$ cat config.mk
export PLATFORM = sky130hd
export DESIGN_NAME = sorted_table_search_engine_core_flat
export DESIGN_NICKNAME = d
export VERILOG_FILES = /design/src/sts_pkg.sv /design/src/sts_if.sv /design/src/sts_ram.sv /design/src/sts_ctrl.sv /design/src/sorted_table_search_engine_core.sv /design/src/flat_wrapper.sv
export SDC_FILE = /design/constraint.sdc
export NUM_CORES = 2
export LEC_CHECK = 0
export ABC_AREA = 1
export ABC_CLOCK_PERIOD_IN_PS = 4500
export BUFFER_PORTS_ARGS = -buffer_cell sky130_fd_sc_hd__buf_2
export CAP_MARGIN = 20
export CORE_MARGIN = 3
export CORE_UTILIZATION = 40
export DETAILED_ROUTE_END_ITERATION = 6
export HOLD_SLACK_MARGIN = 0.05
export PLACE_DENSITY = 0.64
export SLEW_MARGIN = 15
export SYNTH_ARGS = -nofsm -noshare
export SYNTH_HDL_FRONTEND = slang
export SYNTH_SLANG_ARGS = --single-unit
$ cat constraint.sdc
create_clock -name clk_i -period 4.5 [get_ports clk_i]
set_input_delay 0.45 -clock clk_i [delete_from_list [all_inputs] [get_ports clk_i]]
set_output_delay 0.45 -clock clk_i [all_outputs]
set_load 0.02 [all_outputs]
$ cat src/sts_pkg.sv
// shared types and constants for the sorted table search engine
`timescale 1ns / 1ps

package sts_pkg;

  localparam int TableDepthDef = 32;
  localparam int ValueWidthDef = 32;

  localparam int OpWidth     = 2;
  localparam int IndexWidth  = 5;
  localparam int FieldWidth  = 32;
  localparam int LengthWidth = 6;
  localparam int PosWidth    = 5;

  typedef enum logic [OpWidth-1:0] {
    OpWrite      = 2'd0,
    OpBinary     = 2'd1,
    OpSequential = 2'd2
  } sts_op_e;

  typedef struct packed {
    logic                found;
    logic [PosWidth-1:0] position;
  } sts_result_t;

endpackage

$ cat src/sts_if.sv
// request and result channel interfaces
`timescale 1ns / 1ps

interface sts_req_if import sts_pkg::*; ();
  logic                         valid;
  logic                         ready;
  logic [OpWidth-1:0]           operation;
  logic [IndexWidth-1:0]        entry_index;
  logic signed [FieldWidth-1:0] entry_value;
  logic signed [FieldWidth-1:0] search_key;

  modport source (
    output valid, operation, entry_index, entry_value, search_key,
    input  ready
  );
  modport sink (
    input  valid, operation, entry_index, entry_value, search_key,
    output ready
  );
endinterface

interface sts_rsp_if import sts_pkg::*; ();
  logic                valid;
  logic                ready;
  logic                found;
  logic [PosWidth-1:0] position;

  modport source (
    output valid, found, position,
    input  ready
  );
  modport sink (
    input  valid, found, position,
    output ready
  );
endinterface

$ cat src/sts_ram.sv
// generic single-write, single-read ram with registered read data
`timescale 1ns / 1ps

module sts_ram import sts_pkg::*; #(
  parameter int Width = ValueWidthDef,
  parameter int Depth = TableDepthDef
) (
  input  logic                     clk_i,
  input  logic                     we_i,
  input  logic [$clog2(Depth)-1:0] waddr_i,
  input  logic [Width-1:0]         wdata_i,
  input  logic [$clog2(Depth)-1:0] raddr_i,
  output logic [Width-1:0]         rdata_o
);

  logic [Width-1:0] mem_q [Depth];
  logic [Width-1:0] rdata_q;

  always_ff @(posedge clk_i) begin
    if (we_i) begin
      mem_q[waddr_i] <= wdata_i;
    end
    rdata_q <= mem_q[raddr_i];
  end

  assign rdata_o = rdata_q;

endmodule

$ cat src/sts_ctrl.sv
// search sequencer: length register, binary and linear probe control, result register
`timescale 1ns / 1ps

module sts_ctrl import sts_pkg::*; #(
  parameter int TableDepth = TableDepthDef,
  parameter int ValueWidth = ValueWidthDef,
  localparam int Aw = $clog2(TableDepth)
) (
  input  logic                         clk_i,
  input  logic                         rst_ni,
  // request channel
  input  logic                         req_valid_i,
  output logic                         req_ready_o,
  input  logic [OpWidth-1:0]           req_operation_i,
  input  logic [IndexWidth-1:0]        req_entry_index_i,
  input  logic signed [FieldWidth-1:0] req_entry_value_i,
  input  logic signed [FieldWidth-1:0] req_search_key_i,
  // length register
  input  logic                         cfg_we_i,
  input  logic [LengthWidth-1:0]       cfg_wdata_i,
  // result channel
  output logic                         rsp_valid_o,
  input  logic                         rsp_ready_i,
  output sts_result_t                  rsp_result_o,
  // table memories, two copies written together
  output logic                         ram_we_o,
  output logic [Aw-1:0]                ram_waddr_o,
  output logic [ValueWidth-1:0]        ram_wdata_o,
  output logic [Aw-1:0]                ram_raddr0_o,
  output logic [Aw-1:0]                ram_raddr1_o,
  input  logic [ValueWidth-1:0]        ram_rdata0_i,
  input  logic [ValueWidth-1:0]        ram_rdata1_i
);

  localparam int Uw = Aw + 1;
  localparam int Iw = Aw + 2;
  localparam int Cw = (Uw > LengthWidth) ? Uw : LengthWidth;

  localparam logic [2:0] SIdle  = 3'd0;
  localparam logic [2:0] SBound = 3'd1;
  localparam logic [2:0] SMid   = 3'd2;
  localparam logic [2:0] SScan  = 3'd3;
  localparam logic [2:0] SDone  = 3'd4;

  logic [2:0]             state_q, state_d;
  logic [LengthWidth-1:0] length_q;
  logic signed [Iw-1:0]   lo_q, lo_d, hi_q, hi_d;
  logic [Aw-1:0]          mid_q, mid_d;
  logic [Cw-1:0]          idx_q, idx_d;
  logic signed [ValueWidth-1:0] key_q, key_d;
  sts_result_t            res_q, res_d;
  logic                   out_valid_q, out_valid_d;
  sts_result_t            out_res_q, out_res_d;

  logic [Cw-1:0]          used_len;
  logic [Uw-1:0]          used_u;
  logic signed [Iw-1:0]   mid_sum;
  logic signed [Iw-1:0]   mid_ext;
  logic [Cw-1:0]          idx_next;
  logic signed [ValueWidth-1:0] key_in;
  logic signed [ValueWidth-1:0] rd0, rd1;

  // input words are cut or widened to the stored width
  if (ValueWidth <= FieldWidth) begin : g_narrow
    assign key_in      = req_search_key_i[ValueWidth-1:0];
    assign ram_wdata_o = req_entry_value_i[ValueWidth-1:0];
  end else begin : g_wide
    assign key_in      = {{(ValueWidth-FieldWidth){1'b0}}, req_search_key_i};
    assign ram_wdata_o = {{(ValueWidth-FieldWidth){1'b0}}, req_entry_value_i};
  end

  assign rd0 = ram_rdata0_i;
  assign rd1 = ram_rdata1_i;

  // length beyond the table depth is clamped
  assign used_len = (int'(length_q) > TableDepth) ? Cw'(TableDepth) : Cw'(length_q);
  assign used_u   = Uw'(used_len);
  assign mid_sum  = (lo_q + hi_q) >>> 1;
  assign mid_ext  = {2'b00, mid_q};
  assign idx_next = idx_q + Cw'(1);

  assign ram_waddr_o = Aw'(req_entry_index_i);
  assign req_ready_o = (state_q == SIdle);

  always_comb begin
    state_d      = state_q;
    lo_d         = lo_q;
    hi_d         = hi_q;
    mid_d        = mid_q;
    idx_d        = idx_q;
    key_d        = key_q;
    res_d        = res_q;
    out_valid_d  = out_valid_q;
    out_res_d    = out_res_q;
    ram_we_o     = 1'b0;
    ram_raddr0_o = lo_q[Aw-1:0];
    ram_raddr1_o = hi_q[Aw-1:0];

    if (out_valid_q && rsp_ready_i) begin
      out_valid_d = 1'b0;
    end

    unique case (state_q)
      SIdle: begin
        if (req_valid_i) begin
          unique case (req_operation_i)
            OpWrite: begin
              ram_we_o = (int'(req_entry_index_i) < TableDepth);
            end
            OpBinary: begin
              key_d        = key_in;
              lo_d         = '0;
              hi_d         = $signed({1'b0, used_u}) - Iw'(1);
              ram_raddr0_o = '0;
              ram_raddr1_o = hi_d[Aw-1:0];
              if (used_len == '0) begin
                res_d   = '0;
                state_d = SDone;
              end else begin
                state_d = SBound;
              end
            end
            OpSequential: begin
              key_d        = key_in;
              idx_d        = '0;
              ram_raddr0_o = '0;
              if (used_len == '0) begin
                res_d   = '0;
                state_d = SDone;
              end else begin
                state_d = SScan;
              end
            end
            default: ;
          endcase
        end
      end
      SBound: begin
        // rd0 holds entry lo, rd1 holds entry hi
        if (key_q < rd0 || key_q > rd1) begin
          res_d   = '0;
          state_d = SDone;
        end else begin
          mid_d        = mid_sum[Aw-1:0];
          ram_raddr0_o = mid_sum[Aw-1:0];
          state_d      = SMid;
        end
      end
      SMid: begin
        if (rd0 == key_q) begin
          res_d.found    = 1'b1;
          res_d.position = PosWidth'(mid_q);
          state_d        = SDone;
        end else begin
          if (key_q > rd0) begin
            lo_d = mid_ext + Iw'(1);
          end else begin
            hi_d = mid_ext - Iw'(1);
          end
          ram_raddr0_o = lo_d[Aw-1:0];
          ram_raddr1_o = hi_d[Aw-1:0];
          if (lo_d <= hi_d) begin
            state_d = SBound;
          end else begin
            res_d   = '0;
            state_d = SDone;
          end
        end
      end
      SScan: begin
        // next entry is fetched while the current one is compared
        ram_raddr0_o = idx_next[Aw-1:0];
        if (rd0 == key_q) begin
          res_d.found    = 1'b1;
          res_d.position = PosWidth'(idx_q);
          state_d        = SDone;
        end else if (idx_next == used_len) begin
          res_d   = '0;
          state_d = SDone;
        end else begin
          idx_d = idx_next;
        end
      end
      SDone: begin
        if (!out_valid_q || rsp_ready_i) begin
          out_valid_d = 1'b1;
          out_res_d   = res_q;
          state_d     = SIdle;
        end
      end
      default: begin
        state_d = SIdle;
      end
    endcase
  end

  always_ff @(posedge clk_i or negedge rst_ni) begin
    if (!rst_ni) begin
      state_q     <= SIdle;
      length_q    <= '0;
      out_valid_q <= 1'b0;
    end else begin
      state_q     <= state_d;
      out_valid_q <= out_valid_d;
      if (cfg_we_i) begin
        length_q <= cfg_wdata_i;
      end
    end
  end

  always_ff @(posedge clk_i) begin
    lo_q      <= lo_d;
    hi_q      <= hi_d;
    mid_q     <= mid_d;
    idx_q     <= idx_d;
    key_q     <= key_d;
    res_q     <= res_d;
    out_res_q <= out_res_d;
  end

  assign rsp_valid_o  = out_valid_q;
  assign rsp_result_o = out_res_q;

endmodule

$ cat src/sorted_table_search_engine_core.sv
// top level of the sorted table search engine: sequencer and two table copies
// a write request is taken in the idle state; a binary search runs probe rounds of a bounds read
// then a midpoint read, ending when the key is found, falls outside the bounds or the range empties
// a linear search reads one entry a cycle and stops at the first match or at the end of the length
// one request at a time; the result register lets a new request in while a result waits
// reset clears the length register to zero and the result valid flag; table contents stay
`timescale 1ns / 1ps

module sorted_table_search_engine_core import sts_pkg::*; #(
  parameter int TableDepth = TableDepthDef,
  parameter int ValueWidth = ValueWidthDef
) (
  input  logic                   clk_i,
  input  logic                   rst_ni,
  sts_req_if.sink                req_i,
  sts_rsp_if.source              rsp_o,
  input  logic                   cfg_we_i,
  input  logic [LengthWidth-1:0] cfg_wdata_i
);

  localparam int Aw = $clog2(TableDepth);

  logic                  ram_we;
  logic [Aw-1:0]         ram_waddr;
  logic [ValueWidth-1:0] ram_wdata;
  logic [Aw-1:0]         ram_raddr0, ram_raddr1;
  logic [ValueWidth-1:0] ram_rdata0, ram_rdata1;
  sts_result_t           result;

  sts_ctrl #(
    .TableDepth (TableDepth),
    .ValueWidth (ValueWidth)
  ) u_ctrl (
    .clk_i             (clk_i),
    .rst_ni            (rst_ni),
    .req_valid_i       (req_i.valid),
    .req_ready_o       (req_i.ready),
    .req_operation_i   (req_i.operation),
    .req_entry_index_i (req_i.entry_index),
    .req_entry_value_i (req_i.entry_value),
    .req_search_key_i  (req_i.search_key),
    .cfg_we_i          (cfg_we_i),
    .cfg_wdata_i       (cfg_wdata_i),
    .rsp_valid_o       (rsp_o.valid),
    .rsp_ready_i       (rsp_o.ready),
    .rsp_result_o      (result),
    .ram_we_o          (ram_we),
    .ram_waddr_o       (ram_waddr),
    .ram_wdata_o       (ram_wdata),
    .ram_raddr0_o      (ram_raddr0),
    .ram_raddr1_o      (ram_raddr1),
    .ram_rdata0_i      (ram_rdata0),
    .ram_rdata1_i      (ram_rdata1)
  );

  // two copies so both search bounds can be read in the same cycle
  sts_ram #(
    .Width (ValueWidth),
    .Depth (TableDepth)
  ) u_ram0 (
    .clk_i   (clk_i),
    .we_i    (ram_we),
    .waddr_i (ram_waddr),
    .wdata_i (ram_wdata),
    .raddr_i (ram_raddr0),
    .rdata_o (ram_rdata0)
  );

  sts_ram #(
    .Width (ValueWidth),
    .Depth (TableDepth)
  ) u_ram1 (
    .clk_i   (clk_i),
    .we_i    (ram_we),
    .waddr_i (ram_waddr),
    .wdata_i (ram_wdata),
    .raddr_i (ram_raddr1),
    .rdata_o (ram_rdata1)
  );

  assign rsp_o.found    = result.found;
  assign rsp_o.position = result.position;

endmodule

$ cat src/flat_wrapper.sv
// flat-port wrapper written by rule: the top's interface ports become plain ports
module sorted_table_search_engine_core_flat import sts_pkg::*;
#(
  parameter int TableDepth = TableDepthDef,
  parameter int ValueWidth = ValueWidthDef
)
  (clk_i, rst_ni, cfg_we_i, cfg_wdata_i, req_i_valid, req_i_operation, req_i_entry_index, req_i_entry_value, req_i_search_key, req_i_ready, rsp_o_valid, rsp_o_found, rsp_o_position, rsp_o_ready);
  sts_req_if req_i_i ();
  sts_rsp_if rsp_o_i ();
  input  logic clk_i;
  input  logic rst_ni;
  input  logic cfg_we_i;
  input  logic [LengthWidth-1:0] cfg_wdata_i;
  input wire logic [$bits(req_i_i.valid)-1:0] req_i_valid;
  input wire logic [$bits(req_i_i.operation)-1:0] req_i_operation;
  input wire logic [$bits(req_i_i.entry_index)-1:0] req_i_entry_index;
  input wire logic [$bits(req_i_i.entry_value)-1:0] req_i_entry_value;
  input wire logic [$bits(req_i_i.search_key)-1:0] req_i_search_key;
  output wire logic [$bits(req_i_i.ready)-1:0] req_i_ready;
  output wire logic [$bits(rsp_o_i.valid)-1:0] rsp_o_valid;
  output wire logic [$bits(rsp_o_i.found)-1:0] rsp_o_found;
  output wire logic [$bits(rsp_o_i.position)-1:0] rsp_o_position;
  input wire logic [$bits(rsp_o_i.ready)-1:0] rsp_o_ready;
  assign req_i_i.valid = req_i_valid;
  assign req_i_i.operation = req_i_operation;
  assign req_i_i.entry_index = req_i_entry_index;
  assign req_i_i.entry_value = req_i_entry_value;
  assign req_i_i.search_key = req_i_search_key;
  assign req_i_ready = req_i_i.ready;
  assign rsp_o_valid = rsp_o_i.valid;
  assign rsp_o_found = rsp_o_i.found;
  assign rsp_o_position = rsp_o_i.position;
  assign rsp_o_i.ready = rsp_o_ready;
  sorted_table_search_engine_core #(.TableDepth(TableDepth), .ValueWidth(ValueWidth)) u_core (.clk_i(clk_i), .rst_ni(rst_ni), .req_i(req_i_i), .rsp_o(rsp_o_i), .cfg_we_i(cfg_we_i), .cfg_wdata_i(cfg_wdata_i));
endmodule
==> Implementation_results.wiki <==
{| class="wikitable"
! Metric !! Value
|-
| Run status || finished, violations left
|-
| Violated checks || design-rule violations
|-
| Worst setup path category || flop to flop
|-
| Required time of the critical path || 5.20 ns
|-
| Post-detailed-route DRC marker count || 3
|-
| Main synth FF type || sky130_fd_sc_hd__edfxtp_1
|-
| Drt via density || 5.81
|-
| Global router's overall resource usage || approximately 29%
|-
| Latest clock arrival within the worst-skew pair || around 0.80 ns
|-
| Root Buffer || sky130_fd_sc_hd__clkbuf_16
|-
| Hold Fails Final Rpt || 0
|-
| Critical register-to-register path startpoint || u_core.u_ctrl.key_q[11]
|-
| Sum of net half-perimeters after detailed placement || approximately 140000 microns
|-
| Share of synthesized registers carrying an async set or reset || less than 1%
|-
| CTS tree || yes
|-
| Proportion of layout cells with a drive suffix above 1 || 10.1%
|-
| Cell taking the most area after synthesis || sky130_fd_sc_hd__edfxtp_1
|-
| Library cells used by synthesis || 50
|-
| Endpoint class of the critical path || flop
|-
| Number of cell instances on the worst register-to-register path || 23
|-
| Worst setup SP type || flop
|-
| Delay contributed by the slowest stage of the critical path || 0.56 ns
|-
| Class of the most critical hold timing path || input port to flop
|-
| Number of buffer cells added on primary ports || 89
|-
| Row cnt || 145
|-
| Top cell type's share of synthesized area || around half
|-
| Layout fillers || roughly 14k
|-
| Flop2flop setup slack || roughly 0.19 ns
|-
| Routability congestion estimate || roughly 0.9
|-
| Antenna violations before repair || 29
|-
| Full die area || roughly 160000 sq um
|-
| Number of max-slew violations in the final report || 0
|-
| Synth top area cells || sky130_fd_sc_hd__edfxtp_1 51%, sky130_fd_sc_hd__nand3_1 20%, sky130_fd_sc_hd__nand2_1 10%, sky130_fd_sc_hd__inv_1 6.8%, sky130_fd_sc_hd__buf_2 2.5%
|-
| Worst Tran Pin Value || ~1.1 ns
|-
| Portion of the post-synthesis area used by sequential elements || 53.9%
|-
| Synthesized Nets || ~7.7k
|-
| Slowest stage cell, crit path || sky130_fd_sc_hd__edfxtp_1
|-
| Count of vias placed by the detailed router || 57.6k
|-
| Arrival @ worst endpoint || between 5 and 6 ns
|-
| Clock buffers created by TritonCTS || 135
|-
| Highest clock rate || 232 MHz
|-
| Final min period || 4.31 ns
|-
| Hold_sp || req_i_entry_value[19]
|-
| Number of DRC markers in iteration 0 || 7898
|-
| Overall die height || 405 microns
|-
| Number of maximum-capacitance violations || 0
|-
| Post-Route Hold Slack || roughly 0.16 ns
|-
| Post-synth EDFFs || 1093
|-
| Post-route clock period utilization || 95.8%
|-
| Post-detailed-route wirelength per cell || 24.2 microns
|-
| CTS max path bufs || 3
|-
| Worst-case hold path end point || u_core.u_ram1.mem_q[0][19]
|-
| Top cell family by delay on the critical path || simple AND/OR/NAND/NOR gates
|-
| Pin count of the biggest net entering global routing || 140
|-
| RSZ-0062 raised after global routing || false
|-
| PnR Total Power || 62.1 mW
|-
| Number of levels the H-tree was split into || 4
|-
| Total setup violations reported at the end of the flow || 0
|-
| Post-route antenna net violation count || 0
|-
| Via count of the first global-routing pass || 53.7k
|-
| Cells traversed along the worst timing path || ha_1 > a21oi_1 > nand2_1 > a21oi_1 > buf_4 > nand2_1 > nand2_2 > nand2_1 > nand2_2 > nand3_4 > buf_4 > buf_4 > o21ai_1 > nor2_1 > o22ai_1 > a22oi_2 > buf_12 > inv_4 > buf_4 > nand3_1 > nand2_1 > nand2_1 > nand2_1
|-
| Cell repeated most along the worst path || sky130_fd_sc_hd__nand2_1
|-
| Min-Delay Path Depth || 1
|-
| Synthesized area || 63800 sq um
|-
| Placed instance count || 9594
|-
| Area overhead of the layout relative to synthesis || 17.0%
|-
| Most common cell after layout, fill and taps aside || sky130_fd_sc_hd__nand3_1
|-
| Leakage power figure || 32.7 nW
|-
| Power density of the placed cells || 832 nW/um^2
|-
| Flip-flop and latch area || 34400 sq um
|-
| Count of pins on the block boundary || 90
|-
| VDD IR-drop max || 0.603 mV
|-
| Die width || between 400 and 500 microns
|-
| Layout Skew || between 0.03 and 0.04 ns
|-
| Destination of the worst register-to-register timing path || u_core.u_ram1.rdata_o[19]
|-
| Fin nets || 7891
|-
| Overflow left after global routing || 0
|-
| Max transition margin || 27.6%
|-
| Setup_tns || 0 ns
|-
| Area of the multi-input gates || 22700 sq um
|-
| Register bit total from synthesis || approximately 1.2k
|-
| Total Wirelength || ~240000 microns
|-
| Yosys warnings || 0
|-
| Effective utilization at floorplan || 40.5%
|-
| Wire length of the first global-routing pass || 350000 microns
|-
| Post-synthesis cell count || 7577
|-
| Cell Count, Final, Fillers Out || 9914
|-
| Core Area || 157000 sq um
|-
| Clock slew at reported path FFs || 0.06 ns
|-
| Mapped Avg Cell Area || 8.42 sq um
|-
| Clock net sink count || roughly 1.2k
|-
| Commonest non-fill, non-tap cells in the layout || 2495 x sky130_fd_sc_hd__nand3_1, 1705 x sky130_fd_sc_hd__nand2_1, 1151 x sky130_fd_sc_hd__inv_1, 1093 x sky130_fd_sc_hd__edfxtp_1, 260 x sky130_fd_sc_hd__buf_4
|-
| Crit-path max FO || 10
|-
| WP buf/inv || 6
|-
| Drt first pass iters || 7
|}
## Yosys cell counts, drive strengths merged (6+ instances only)
library cell  count
edfxtp         1093
o211ai           34
nand4            22
nand3          2497
o22ai             6
xor2             18
buf             417
nor2             91
nor3              9
dfrtp            10
a21oi            41
clkbuf          119
dfxtp            64
nand2          1716
ha               78
o21ai           163
inv            1164
## sequential cells by signal, indices dropped and copies added, names as in the netlist
| name | count |
|---|---|
| u_core.u_ctrl.hi_q | 7 |
| u_core.u_ctrl.idx_q | 6 |
| u_core.u_ctrl.key_q | 32 |
| u_core.u_ctrl.length_q | 6 |
| u_core.u_ctrl.lo_q | 7 |
| u_core.u_ctrl.mid_q | 5 |
| u_core.u_ctrl.res_q | 6 |
| u_core.u_ctrl.rsp_result_o | 6 |
| u_core.u_ctrl.rsp_valid_o | 1 |
| u_core.u_ctrl.state_q | 3 |
| u_core.u_ram0.rdata_o | 32 |
| u_core.u_ram1.mem_q | 1024 |
| u_core.u_ram1.rdata_o | 32 |
## area by class of cell
class                   count  share of cell area, %
diodes                     14                 0.0469
multi-input cells        4710                   30.4
flip-flops and latches   1167                   46.0
clock buffers             195                   5.26
clock inverters            54                  0.937
well taps                2058                   3.45
repair buffers            552                   7.97
inverters                1164                   5.88
## through the flow
stage               util, %  worst slack [ns]  area (sq um)
floorplan                 -             0.183         63800
global placement       44.1             0.188         69400
detailed placement     44.1             0.254         69400
CTS                    47.4             0.206         74500
global route           47.4            0.0173         74600
finish                 47.4             0.187         74600
## worst reg2reg max path, cell delays in order, from the launching register on
cell and delay (ns):
sky130_fd_sc_hd__edfxtp_1 0.56, sky130_fd_sc_hd__ha_1 0.41, sky130_fd_sc_hd__a21oi_1 0.16, sky130_fd_sc_hd__nand2_1 0.11, sky130_fd_sc_hd__a21oi_1 0.17, sky130_fd_sc_hd__buf_4 0.14, sky130_fd_sc_hd__nand2_1 0.11, sky130_fd_sc_hd__nand2_2 0.10
sky130_fd_sc_hd__nand2_1 0.06, sky130_fd_sc_hd__nand2_2 0.11, sky130_fd_sc_hd__nand3_4 0.14, sky130_fd_sc_hd__buf_4 0.20, sky130_fd_sc_hd__buf_4 0.14, sky130_fd_sc_hd__o21ai_1 0.21, sky130_fd_sc_hd__nor2_1 0.10, sky130_fd_sc_hd__o22ai_1 0.18
sky130_fd_sc_hd__a22oi_2 0.20, sky130_fd_sc_hd__buf_12 0.21, sky130_fd_sc_hd__inv_4 0.14, sky130_fd_sc_hd__buf_4 0.32, sky130_fd_sc_hd__nand3_1 0.13, sky130_fd_sc_hd__nand2_1 0.11, sky130_fd_sc_hd__nand2_1 0.08, sky130_fd_sc_hd__nand2_1 0.12
## what timing repair did
action | in CTS | in global routing
setup buffers | 0 | 6
hold endpoints to repair | 50 | 0
gates resized for setup | 0 | 4
setup endpoints to repair | 0 | 42
hold buffers | 51 | 0
## where the power goes
part | internal (mW) | total (mW) | switching (mW)
Combinational | 12.9 | 37.7 | 24.8
Clock | 6.89 | 11.5 | 4.62
Sequential | 12.5 | 12.9 | 0.401
Total | 32.3 | 62.1 | 29.8
## logic make-up (layout without fill, tap and decap cells)
family | Yosys count | after routing | share of synthesized area [%]
mux | 2 | 2 | 0.0353
flops | 1167 | 1167 | 53.9
xor+xnor | 21 | 21 | 0.288
buf+inv | 1700 | 1965 | 11.1
compound gates | 269 | 269 | 2.45
simple gates | 4339 | 4339 | 30.7
other cells | 0 | 14 | 0
fa+ha+maj | 79 | 79 | 1.56
## worst max-delay path by stage
stage,start,to,slack (ns),cells after the start
detailed placement,u_core.u_ctrl.key_q[14],u_core.u_ram1.rdata_o[19],0.25,26
global placement,u_core.u_ctrl.key_q[14],u_core.u_ram1.rdata_o[19],0.19,24
floorplan,u_core.u_ctrl.state_q[0],u_core.u_ram1.mem_q[8][0],0.18,8
CTS,u_core.u_ctrl.key_q[14],u_core.u_ram1.rdata_o[19],0.21,26
finish,u_core.u_ctrl.key_q[11],u_core.u_ram1.rdata_o[19],0.19,23
global route,u_core.u_ctrl.key_q[14],u_core.u_ctrl.res_q[0],0.02,27
## layer usage
layer | global-route usage, % | vias to the layer above | part of all wire, %
met2 | 43.6 | 3944 | 44
met1 | 36.5 | 27000 | 37
li1 | - | 25700 | -
met3 | 7.51 | 921 | 12
met5 | 0 | - | 0.014
met4 | 17.3 | 6 | 6.6
(Power assumes the default switching activity.)
